===== src/rtl/core/cbba_pkg.sv =====
`timescale 1ns / 1ps
// ----------------------------------------------------------------------------
// cbba_pkg
// shared types and constants of the contiguous block bitmap allocator
// ----------------------------------------------------------------------------
package cbba_pkg;

    // bitmap word geometry
    localparam int WORD_W  = 16;
    localparam int WORD_LG = 4;

    // field widths
    localparam int MODE_W  = 1;
    localparam int FIRST_W = 10;
    localparam int COUNT_W = 11;
    localparam int START_W = 10;
    localparam int CFG_W   = 11;
    localparam int RUN_W   = COUNT_W + 1;

    localparam logic [CFG_W-1:0] CFG_RESET = 11'd1024;

    // request kinds
    localparam logic MODE_ALLOC   = 1'b0;
    localparam logic MODE_RELEASE = 1'b1;

    typedef enum logic [2:0] {
        ST_CLEAR,
        ST_IDLE,
        ST_DECIDE,
        ST_SCAN,
        ST_MODIFY,
        ST_RESPOND
    } state_t;

    typedef struct packed {
        logic clear;
        logic accept;
        logic decide;
        logic scan;
        logic modify;
        logic respond;
    } cmd_t;

    typedef struct packed {
        logic clear_done;
        logic is_release;
        logic alloc_skip;
        logic rel_empty;
        logic scan_hit;
        logic scan_fail;
        logic mod_done;
        logic out_free;
    } sts_t;

endpackage


===== src/rtl/core/contiguous_block_bitmap_allocator.sv =====
`timescale 1ns / 1ps
// flow: an allocate reads bitmap words (16 blocks each) until a run fits, then marks the
//   words the run covers; a failed allocate only scans, a release clears the words of its
//   span; a zero length or empty range skips the map; a full result register stalls the reply
// requests: one at a time, the next taken in the cycle after the result is loaded;
//   the word scan sets the rate, up to 64 words for 1024 managed blocks plus the marking pass
// reset: synchronous active low; a clearing pass over ceil(MAX_BLOCKS/16) words frees the map
// ----------------------------------------------------------------------------
// contiguous_block_bitmap_allocator
// first fit allocator of contiguous block runs over a used/free bitmap
// ----------------------------------------------------------------------------
module contiguous_block_bitmap_allocator #(
    parameter int MAX_BLOCKS = 1024
) (
    input  logic        aclk,
    input  logic        aresetn,
    // request channel
    input  logic        s_tvalid,
    output logic        s_tready,
    input  logic [23:0] s_tdata,   // first_block[9:0], block_count[20:10], zero pad
    input  logic        s_tuser,   // mode: 0 allocate, 1 release
    // result channel
    output logic        m_tvalid,
    input  logic        m_tready,
    output logic [15:0] m_tdata,   // found_start[9:0], zero pad
    output logic        m_tuser,   // ok
    // block count register write channel
    input  logic        cfg_valid,
    output logic        cfg_ready,
    input  logic [10:0] cfg_data   // managed block count
);

    cbba_pkg::cmd_t                cmd;
    cbba_pkg::sts_t                sts;
    logic                          in_ready;
    logic                          out_ok;
    logic [cbba_pkg::START_W-1:0]  out_start;

    // request field split
    logic [cbba_pkg::FIRST_W-1:0]  req_first;
    logic [cbba_pkg::COUNT_W-1:0]  req_count;

    assign req_first = s_tdata[9:0];
    assign req_count = s_tdata[20:10];

    // sequencer: clearing pass, decode, scan, mark or release, respond
    cbba_ctrl u_ctrl (
        .aclk     (aclk),
        .aresetn  (aresetn),
        .s_tvalid (s_tvalid),
        .sts      (sts),
        .in_ready (in_ready),
        .cmd      (cmd)
    );

    // bitmap ram, scanner and result register
    cbba_dpath #(
        .MAX_BLOCKS (MAX_BLOCKS)
    ) u_dpath (
        .aclk      (aclk),
        .aresetn   (aresetn),
        .cmd       (cmd),
        .sts       (sts),
        .in_mode   (s_tuser),
        .in_first  (req_first),
        .in_count  (req_count),
        .cfg_valid (cfg_valid),
        .cfg_data  (cfg_data),
        .out_ready (m_tready),
        .out_valid (m_tvalid),
        .out_ok    (out_ok),
        .out_start (out_start)
    );

    // requests are taken in idle even while a result waits in the output register
    assign s_tready  = in_ready;
    // user rule, not enforced: register writes only while idle; the channel is always open
    assign cfg_ready = 1'b1;

    assign m_tdata = {{(16 - cbba_pkg::START_W){1'b0}}, out_start};
    assign m_tuser = out_ok;

endmodule


===== src/rtl/core/cbba_ram.sv =====
`timescale 1ns / 1ps
// ----------------------------------------------------------------------------
// cbba_ram
// generic simple dual port ram, one write port, one registered read port
// ----------------------------------------------------------------------------
module cbba_ram #(
    parameter int WIDTH = 16,
    parameter int DEPTH = 64,
    localparam int ADDR_W = (DEPTH > 1) ? $clog2(DEPTH) : 1
) (
    input  logic              aclk,
    input  logic              wr_en,
    input  logic [ADDR_W-1:0] wr_addr,
    input  logic [WIDTH-1:0]  wr_data,
    input  logic [ADDR_W-1:0] rd_addr,
    output logic [WIDTH-1:0]  rd_data
);

    logic [WIDTH-1:0] mem [DEPTH];

    always_ff @(posedge aclk) begin
        if (wr_en) begin
            mem[wr_addr] <= wr_data;
        end
        rd_data <= mem[rd_addr];
    end

endmodule


===== src/rtl/core/cbba_ctrl.sv =====
`timescale 1ns / 1ps
// ----------------------------------------------------------------------------
// cbba_ctrl
// request sequencer: clearing pass, decode, scan, modify, respond
// ----------------------------------------------------------------------------
module cbba_ctrl (
    input  logic          aclk,
    input  logic          aresetn,
    input  logic          s_tvalid,
    input  cbba_pkg::sts_t sts,
    output logic          in_ready,
    output cbba_pkg::cmd_t cmd
);

    cbba_pkg::state_t state_reg;
    cbba_pkg::state_t state_next;

    always_ff @(posedge aclk) begin
        if (!aresetn) begin
            state_reg <= cbba_pkg::ST_CLEAR;
        end else begin
            state_reg <= state_next;
        end
    end

    always_comb begin
        state_next = state_reg;
        case (state_reg)
            cbba_pkg::ST_CLEAR: begin
                if (sts.clear_done) begin
                    state_next = cbba_pkg::ST_IDLE;
                end
            end
            cbba_pkg::ST_IDLE: begin
                if (s_tvalid) begin
                    state_next = cbba_pkg::ST_DECIDE;
                end
            end
            cbba_pkg::ST_DECIDE: begin
                if (sts.is_release) begin
                    state_next = sts.rel_empty ? cbba_pkg::ST_RESPOND : cbba_pkg::ST_MODIFY;
                end else begin
                    state_next = sts.alloc_skip ? cbba_pkg::ST_RESPOND : cbba_pkg::ST_SCAN;
                end
            end
            cbba_pkg::ST_SCAN: begin
                if (sts.scan_hit) begin
                    state_next = cbba_pkg::ST_MODIFY;
                end else if (sts.scan_fail) begin
                    state_next = cbba_pkg::ST_RESPOND;
                end
            end
            cbba_pkg::ST_MODIFY: begin
                if (sts.mod_done) begin
                    state_next = cbba_pkg::ST_RESPOND;
                end
            end
            cbba_pkg::ST_RESPOND: begin
                if (sts.out_free) begin
                    state_next = cbba_pkg::ST_IDLE;
                end
            end
            default: begin
                state_next = cbba_pkg::ST_CLEAR;
            end
        endcase
    end

    always_comb begin
        cmd      = '0;
        in_ready = 1'b0;
        case (state_reg)
            cbba_pkg::ST_CLEAR: begin
                cmd.clear = 1'b1;
            end
            cbba_pkg::ST_IDLE: begin
                in_ready   = 1'b1;
                cmd.accept = s_tvalid;
            end
            cbba_pkg::ST_DECIDE: begin
                cmd.decide = 1'b1;
            end
            cbba_pkg::ST_SCAN: begin
                cmd.scan = 1'b1;
            end
            cbba_pkg::ST_MODIFY: begin
                cmd.modify = 1'b1;
            end
            cbba_pkg::ST_RESPOND: begin
                cmd.respond = sts.out_free;
            end
            default: begin
                cmd = '0;
            end
        endcase
    end

endmodule


===== src/rtl/core/cbba_dpath.sv =====
`timescale 1ns / 1ps
// ----------------------------------------------------------------------------
// cbba_dpath
// bitmap ram, word scanner with run carry, range modify and result register
// ----------------------------------------------------------------------------
module cbba_dpath #(
    parameter int MAX_BLOCKS = 1024
) (
    input  logic                          aclk,
    input  logic                          aresetn,
    input  cbba_pkg::cmd_t                cmd,
    output cbba_pkg::sts_t                sts,
    input  logic                          in_mode,
    input  logic [cbba_pkg::FIRST_W-1:0]  in_first,
    input  logic [cbba_pkg::COUNT_W-1:0]  in_count,
    input  logic                          cfg_valid,
    input  logic [cbba_pkg::CFG_W-1:0]    cfg_data,
    input  logic                          out_ready,
    output logic                          out_valid,
    output logic                          out_ok,
    output logic [cbba_pkg::START_W-1:0]  out_start
);

    localparam int WW    = cbba_pkg::WORD_W;
    localparam int WL    = cbba_pkg::WORD_LG;
    localparam int WORDS = (MAX_BLOCKS + WW - 1) / WW;
    localparam int AW    = (WORDS > 1) ? $clog2(WORDS) : 1;
    localparam int POS_W = AW + WL;
    localparam int CNT_W = $clog2(MAX_BLOCKS + 1);
    localparam int M1_W  = (POS_W > cbba_pkg::CFG_W) ? POS_W : cbba_pkg::CFG_W;
    localparam int CMP_W = ((M1_W > CNT_W) ? M1_W : CNT_W) + 1;
    localparam int RW    = cbba_pkg::RUN_W;
    localparam int CW    = cbba_pkg::COUNT_W;

    logic [cbba_pkg::CFG_W-1:0]   cfg_reg;
    logic [AW-1:0]                clr_ptr_reg;
    logic [AW-1:0]                rd_ptr_reg;
    logic [AW-1:0]                pend_addr_reg;
    logic                         pend_valid_reg;
    logic                         mode_reg;
    logic [cbba_pkg::FIRST_W-1:0] first_reg;
    logic [CW-1:0]                count_reg;
    logic [CW-1:0]                carry_reg;
    logic [CMP_W-1:0]             total_reg;
    logic [CMP_W-1:0]             lo_reg;
    logic [CMP_W-1:0]             hi_reg;
    logic                         ok_reg;
    logic [cbba_pkg::START_W-1:0] start_reg;
    logic                         out_valid_reg;
    logic                         out_ok_reg;
    logic [cbba_pkg::START_W-1:0] out_start_reg;

    logic              ram_we;
    logic [AW-1:0]     ram_waddr;
    logic [WW-1:0]     ram_wdata;
    logic [WW-1:0]     ram_rdata;

    logic [CMP_W-1:0]  total_w;
    logic [CMP_W-1:0]  base_w;
    logic [WW-1:0]     free_w;
    logic [WW-1:0]     in_rng_w;
    logic [WW-1:0]     hit_vec_w;
    logic [RW-1:0]     run_w [WW];
    logic [WL-1:0]     hit_idx_w;
    logic [CMP_W-1:0]  start_w;
    logic [CW-1:0]     carry_next_w;
    logic [CMP_W-1:0]  last_word_w;
    logic [CMP_W-1:0]  mod_last_w;
    logic [CMP_W-1:0]  rel_sum_w;
    logic [CMP_W-1:0]  rel_hi_w;
    logic [CMP_W-1:0]  rel_word_w;
    logic [WW-1:0]     mod_word_w;

    cbba_ram #(
        .WIDTH (WW),
        .DEPTH (WORDS)
    ) u_map_ram (
        .aclk    (aclk),
        .wr_en   (ram_we),
        .wr_addr (ram_waddr),
        .wr_data (ram_wdata),
        .rd_addr (rd_ptr_reg),
        .rd_data (ram_rdata)
    );

    // managed block count, saturated to the map size
    assign total_w = (CMP_W'(cfg_reg) > CMP_W'(MAX_BLOCKS)) ? CMP_W'(MAX_BLOCKS)
                                                             : CMP_W'(cfg_reg);

    assign base_w = CMP_W'({pend_addr_reg, {WL{1'b0}}});

    // per-bit free flags and modify window
    always_comb begin
        logic [CMP_W-1:0] pos;
        for (int j = 0; j < WW; j++) begin
            pos         = base_w + CMP_W'(j);
            free_w[j]   = !ram_rdata[j] && (pos < total_reg);
            in_rng_w[j] = (pos >= lo_reg) && (pos < hi_reg);
        end
    end

    // free run length ending at each bit
    always_comb begin
        logic          any_used;
        logic [WL-1:0] last_used;
        for (int j = 0; j < WW; j++) begin
            any_used  = 1'b0;
            last_used = '0;
            for (int i = 0; i < WW; i++) begin
                if (i <= j && !free_w[i]) begin
                    any_used  = 1'b1;
                    last_used = WL'(i);
                end
            end
            run_w[j]     = any_used ? RW'(WL'(j) - last_used)
                                    : RW'(carry_reg) + RW'(j + 1);
            hit_vec_w[j] = run_w[j] >= RW'(count_reg);
        end
    end

    always_comb begin
        hit_idx_w = '0;
        for (int j = WW - 1; j >= 0; j--) begin
            if (hit_vec_w[j]) begin
                hit_idx_w = WL'(j);
            end
        end
    end

    assign start_w      = base_w + CMP_W'(hit_idx_w) + CMP_W'(1) - CMP_W'(count_reg);
    assign carry_next_w = run_w[WW-1][CW-1:0];
    assign last_word_w  = (total_reg - CMP_W'(1)) >> WL;
    assign mod_last_w   = (hi_reg - CMP_W'(1)) >> WL;
    assign rel_sum_w    = CMP_W'(first_reg) + CMP_W'(count_reg);
    assign rel_hi_w     = (rel_sum_w < total_reg) ? rel_sum_w : total_reg;
    assign rel_word_w   = CMP_W'(first_reg) >> WL;
    assign mod_word_w   = (mode_reg == cbba_pkg::MODE_ALLOC) ? (ram_rdata | in_rng_w)
                                                              : (ram_rdata & ~in_rng_w);

    assign ram_we    = cmd.clear || (cmd.modify && pend_valid_reg);
    assign ram_waddr = cmd.clear ? clr_ptr_reg : pend_addr_reg;
    assign ram_wdata = cmd.clear ? '0 : mod_word_w;

    always_comb begin
        sts            = '0;
        sts.clear_done = clr_ptr_reg == AW'(WORDS - 1);
        sts.is_release = mode_reg == cbba_pkg::MODE_RELEASE;
        sts.alloc_skip = (count_reg == '0) || (total_reg == '0);
        sts.rel_empty  = rel_hi_w <= CMP_W'(first_reg);
        sts.scan_hit   = pend_valid_reg && (|hit_vec_w);
        sts.scan_fail  = pend_valid_reg && !(|hit_vec_w)
                         && (CMP_W'(pend_addr_reg) == last_word_w);
        sts.mod_done   = pend_valid_reg && (CMP_W'(pend_addr_reg) == mod_last_w);
        sts.out_free   = !out_valid_reg || out_ready;
    end

    always_ff @(posedge aclk) begin
        if (!aresetn) begin
            cfg_reg        <= cbba_pkg::CFG_RESET;
            clr_ptr_reg    <= '0;
            pend_valid_reg <= 1'b0;
            out_valid_reg  <= 1'b0;
        end else begin
            if (cfg_valid) begin
                cfg_reg <= cfg_data;
            end
            if (cmd.clear) begin
                clr_ptr_reg <= clr_ptr_reg + AW'(1);
            end
            if (cmd.respond) begin
                out_valid_reg <= 1'b1;
            end else if (out_ready) begin
                out_valid_reg <= 1'b0;
            end
            if (cmd.accept || cmd.decide) begin
                pend_valid_reg <= 1'b0;
            end else if (cmd.scan) begin
                pend_valid_reg <= !sts.scan_hit;
            end else if (cmd.modify) begin
                pend_valid_reg <= 1'b1;
            end
        end
    end

    always_ff @(posedge aclk) begin
        if (cmd.accept) begin
            mode_reg   <= in_mode;
            first_reg  <= in_first;
            count_reg  <= in_count;
            total_reg  <= total_w;
            ok_reg     <= 1'b0;
            start_reg  <= '0;
            rd_ptr_reg <= '0;
            carry_reg  <= '0;
        end
        if (cmd.decide && mode_reg == cbba_pkg::MODE_RELEASE) begin
            lo_reg     <= CMP_W'(first_reg);
            hi_reg     <= rel_hi_w;
            ok_reg     <= 1'b1;
            rd_ptr_reg <= rel_word_w[AW-1:0];
        end
        if (cmd.scan) begin
            if (sts.scan_hit) begin
                lo_reg     <= start_w;
                hi_reg     <= start_w + CMP_W'(count_reg);
                ok_reg     <= 1'b1;
                start_reg  <= start_w[cbba_pkg::START_W-1:0];
                rd_ptr_reg <= start_w[POS_W-1:WL];
            end else begin
                rd_ptr_reg    <= rd_ptr_reg + AW'(1);
                pend_addr_reg <= rd_ptr_reg;
                if (pend_valid_reg) begin
                    carry_reg <= carry_next_w;
                end
            end
        end
        if (cmd.modify) begin
            rd_ptr_reg    <= rd_ptr_reg + AW'(1);
            pend_addr_reg <= rd_ptr_reg;
        end
        if (cmd.respond) begin
            out_ok_reg    <= ok_reg;
            out_start_reg <= start_reg;
        end
    end

    assign out_valid = out_valid_reg;
    assign out_ok    = out_ok_reg;
    assign out_start = out_start_reg;

`ifndef SYNTHESIS
    a_hit_in_range: assert property (@(posedge aclk) disable iff (!aresetn)
        (cmd.scan && sts.scan_hit) |-> ((start_w + CMP_W'(count_reg)) <= total_reg))
        else $error("allocated run runs past the managed blocks");

    a_mod_in_range: assert property (@(posedge aclk) disable iff (!aresetn)
        (cmd.modify && pend_valid_reg) |->
            ((CMP_W'(pend_addr_reg) <= mod_last_w) && (CMP_W'(pend_addr_reg) >= (lo_reg >> WL))))
        else $error("bitmap write outside the modify window");

    a_respond_valid: assert property (@(posedge aclk) disable iff (!aresetn)
        cmd.respond |=> out_valid_reg)
        else $error("response not presented after respond");

    a_no_write_idle: assert property (@(posedge aclk) disable iff (!aresetn)
        cmd.accept |-> !ram_we)
        else $error("bitmap written while taking a request");
`endif

endmodule


===== config.mk =====
export PLATFORM = sky130hd
export DESIGN_NAME = contiguous_block_bitmap_allocator
export DESIGN_NICKNAME = d
export VERILOG_FILES = /design/src/rtl/core/cbba_pkg.sv /design/src/rtl/core/contiguous_block_bitmap_allocator.sv /design/src/rtl/core/cbba_ram.sv /design/src/rtl/core/cbba_ctrl.sv /design/src/rtl/core/cbba_dpath.sv
export SDC_FILE = /design/constraint.sdc
export NUM_CORES = 2
export LEC_CHECK = 0
export BUFFER_PORTS_ARGS = -buffer_cell sky130_fd_sc_hd__buf_2
export CAP_MARGIN = 20
export CORE_UTILIZATION = 47
export CTS_BUF_LIST = sky130_fd_sc_hd__clkbuf_8 sky130_fd_sc_hd__clkbuf_16
export DETAILED_ROUTE_END_ITERATION = 10
export GPL_ROUTABILITY_DRIVEN = 0
export GPL_TIMING_DRIVEN = 0
export PLACE_DENSITY = 0.63
export SLEW_MARGIN = 30
export SYNTH_ARGS = -nofsm -noshare
export SYNTH_HDL_FRONTEND = slang
export SYNTH_SLANG_ARGS = --single-unit

===== constraint.sdc =====
create_clock -name aclk -period 9 [get_ports aclk]
set_clock_uncertainty 0.2 [all_clocks]
set_input_delay 1.8 -clock aclk [delete_from_list [all_inputs] [get_ports aclk]]
set_output_delay 1.8 -clock aclk [all_outputs]
set_load 0.05 [all_outputs]

==> metrics.txt <==
count of nets left with antenna violations after detail routing 0; layer carrying the most global-route usage met2; critical setup path kind register to register; CTS H-tree lvls 3; post-synthesis to final-layout area growth 15.44%; final setup TNS 0 ns; Post-Syn Instances around 3600; Critical Path Max Stage Delay 0.48 ns; maximum vdd ir drop 0.0001812 V; final count of hold timing violations 0; first-pass GRT wire length ~230 mm; layout cell share with drive strength beyond 1 a little under a quarter; max-capacitance violation count 0; overall routing resource usage between 20% and 30%; total wire length ~160 mm; number of warning messages in the yosys log 0; vias in the first global route between 30000 and 40000; power per cell area between 150 and 200 nW/um^2; average footprint of a synthesized cell roughly 15 um^2; number of buffer cells added on primary ports 50; flip-flop count of the largest register, all copies and words added a little over 1000; top post-synthesis cells by area sky130_fd_sc_hd__edfxtp_1 (58%), sky130_fd_sc_hd__mux4_2 (14%), sky130_fd_sc_hd__ha_1 (6.4%), sky130_fd_sc_hd__dfxtp_1 (3.0%), sky130_fd_sc_hd__nor2_1 (2.0%); final worst path period need approximately 8.7 ns; area of the mapped netlist 55740 um^2; worst hold path class register to register; antenna violations before repair 3; number of buffers added by the clock tree synthesis step 115; biggest area consumer among synthesized cells sky130_fd_sc_hd__edfxtp_1; count of distinct cell types in the synthesized netlist between 90 and 100; worst-case clock buffer depth 3; drt first pass iters 7; registers with the highest flip-flop counts u_dpath.u_map_ram.mem x1024, u_dpath.u_map_ram.rd_data x16; final-report max-slew violation count 0; CTS sink cnt between 1000 and 1500; final core utilization between 50 and 60%; most used cell along the critical path sky130_fd_sc_hd__ha_1; met1 global-route usage a little over a third; Final Power about 12 mW; # DRC 0; commonest non-fill, non-tap cell in the layout sky130_fd_sc_hd__edfxtp_1; maximum number of pins on one net before global-route repair 30; setup slack after layout 0.2913 ns; most frequent cells in the layout sky130_fd_sc_hd__edfxtp_1 (1080), sky130_fd_sc_hd__mux4_2 (336), sky130_fd_sc_hd__ha_1 (281), sky130_fd_sc_hd__nor2_1 (216), sky130_fd_sc_hd__nand2_1 (187); Die Outline Area 120000 um^2; data required time of the critical path between 9 and 10 ns; sequential fraction of the synthesis area about three fifths; Top Ports 61; Vias roughly 34000; Async SR Flop Fraction 0%; number of vias per cell after detailed routing 6.156; slew at the pin with the worst max-slew slack 1.022 ns; clock tree from TritonCTS done; nets 4273; Yosys reg bits 1164; number of non-filler instances in the completed layout 5560; largest register by flop count u_dpath.u_map_ram.mem; root buffer cell sky130_fd_sc_hd__clkbuf_16; WL/cell 28.10 um; met2 Resource Use GR approximately two fifths; Critical Path End Type register; number of flops mapped to enable cells by yosys approximately 1100; clock input transition at the sequential cells of the worst setup and hold paths roughly 0.07 ns; global-route congestion overflow total 0; Inst Count DP ~5300; status completed; final setup violating endpoints 0; worst endpoint data arrival time 9.12 ns; post-synth top area share 58.18%; largest fanout of any net on the critical path 10; dominant register cell in the synthesized netlist sky130_fd_sc_hd__edfxtp_1; clock insertion delay at the later pin of the skew report slightly above 0.7 ns; met3 demand-to-capacity share in global routing 3.685%; worst setup timing slack at the placement stage -1.918 ns; die width 346.4 um; LEAKAGE approximately 22 nW; Std-Cell Rows roughly 130; standard cell core area roughly 120000 um^2; initial standard-cell utilization of the core between 40% and 50%; worst slew slack as a fraction of its limit 29.91%; FMAX approximately 0.11 GHz; element type at the critical path start register; Die Y-Extent roughly 350 um; count of hold-fix buffers inserted at cts 0; post-detailed-placement half-perimeter wirelength 113.9 mm; slowest cell on the critical path sky130_fd_sc_hd__edfxtp_1; Starting DRT DRC Count between 3000 and 4000; final critical-path share of the clock period 96.76%
## Yosys cell counts, types with 7 or more instances
master and instances:
sky130_fd_sc_hd__dfxtp_1 84, sky130_fd_sc_hd__nor4_1 23, sky130_fd_sc_hd__or2_2 9, sky130_fd_sc_hd__or4_1 8, sky130_fd_sc_hd__o2111ai_1 7, sky130_fd_sc_hd__and2_1 14, sky130_fd_sc_hd__o211ai_1 13, sky130_fd_sc_hd__mux2_2 11
sky130_fd_sc_hd__buf_4 8, sky130_fd_sc_hd__a31o_2 9, sky130_fd_sc_hd__and3_1 12, sky130_fd_sc_hd__a311oi_1 7, sky130_fd_sc_hd__or3_1 20, sky130_fd_sc_hd__xnor2_1 100, sky130_fd_sc_hd__edfxtp_1 1080, sky130_fd_sc_hd__a21o_1 45
sky130_fd_sc_hd__o31ai_1 9, sky130_fd_sc_hd__a21oi_1 155, sky130_fd_sc_hd__nand4_1 18, sky130_fd_sc_hd__o21ai_0 135, sky130_fd_sc_hd__a211o_1 12, sky130_fd_sc_hd__mux4_2 336, sky130_fd_sc_hd__nand2b_1 28, sky130_fd_sc_hd__inv_1 89
sky130_fd_sc_hd__nand2_1 190, sky130_fd_sc_hd__buf_2 11, sky130_fd_sc_hd__nand3b_1 8, sky130_fd_sc_hd__a211oi_1 34, sky130_fd_sc_hd__ha_1 287, sky130_fd_sc_hd__nand3_1 70, sky130_fd_sc_hd__clkbuf_1 112, sky130_fd_sc_hd__xor2_1 59
sky130_fd_sc_hd__nor2b_1 48, sky130_fd_sc_hd__o21a_1 16, sky130_fd_sc_hd__buf_1 42, sky130_fd_sc_hd__o21bai_1 13, sky130_fd_sc_hd__mux2i_1 47, sky130_fd_sc_hd__nor3_1 40, sky130_fd_sc_hd__nor2_1 292, sky130_fd_sc_hd__a31oi_1 16
## worst max-delay path: cells and delay by family, from the launching register on
family,cells,cell delay (ns)
AOI/OAI and AO/OA,15,3.04
and+or+nand+nor,9,1.76
adders and majority gates,6,1.75
buffers and inverters,8,1.04
DFF,1,0.48
xor gates and xnor gates,2,0.33
## cell families after synthesis
family / Yosys count / share of synthesized area [%]
xor+xnor: 159 / 2.498
simple gates: 806 / 6.832
mux: 394 / 14.64
buf+inv: 266 / 1.910
other cells: 2 / 0.01347
fa+ha+maj: 291 / 6.568
compound gates: 548 / 6.341
flops: 1164 / 61.20
## through the flow
stage / area [um^2] / hold WS (ns)
finish: 64350 / 0.2325
global route: 64350 / 0.2506
CTS: 63960 / 0.2302
detailed placement: 59720 / 0.2165
global placement: 57920 / 0.2171
floorplan: 55760 / 0.2081
## power breakdown
| group | switching (mW) | internal [mW] |
|---|---|---|
| combinational | 0.544 | 0.286 |
| sequential | 0.0299 | 5.87 |
| clock | 2.08 | 2.74 |
## path summary, 6_finish.rpt
kind	slack [ns]	end	start	cells after the start
max	0.29	u_dpath.hi_reg[10]	u_dpath.total_reg[4]	40
min	0.23	u_dpath.out_start[2]	u_dpath.start_reg[2]	0
max reg2reg	0.29	u_dpath.hi_reg[10]	u_dpath.total_reg[4]	40
min reg2reg	0.23	u_dpath.out_start[2]	u_dpath.start_reg[2]	0
## final cells by class
| cell class | count | area [um^2] |
|---|---|---|
| Inverter | 90 | 337.8 |
| Multi-Input combinational cell | 2205 | 21450 |
| Clock inverter | 89 | 848.3 |
| Tap cell | 1524 | 1907 |
| Fill cell | 9105 | 52480 |
| Sequential cell | 1164 | 34110 |
| Timing Repair Buffer | 190 | 1919 |
| Clock buffer | 121 | 2983 |
| Buffer | 176 | 783.3 |
| Antenna cell | 1 | 2.502 |
## what timing repair did
item	in CTS	in global routing
endpoints found under the setup margin	28	5
setup buffers	21	20
resized for setup	52	39
pin swaps	18	24
## routing by layer
| layer | wire length [um] | share of wire (%) |
|---|---|---|
| met5 | 27 | 0.017 |
| met4 | 7946 | 5.1 |
| met3 | 10780 | 6.9 |
| met2 | 73230 | 47 |
| met1 | 64270 | 41 |
Note: power is estimated with default switching activity, not from simulation.
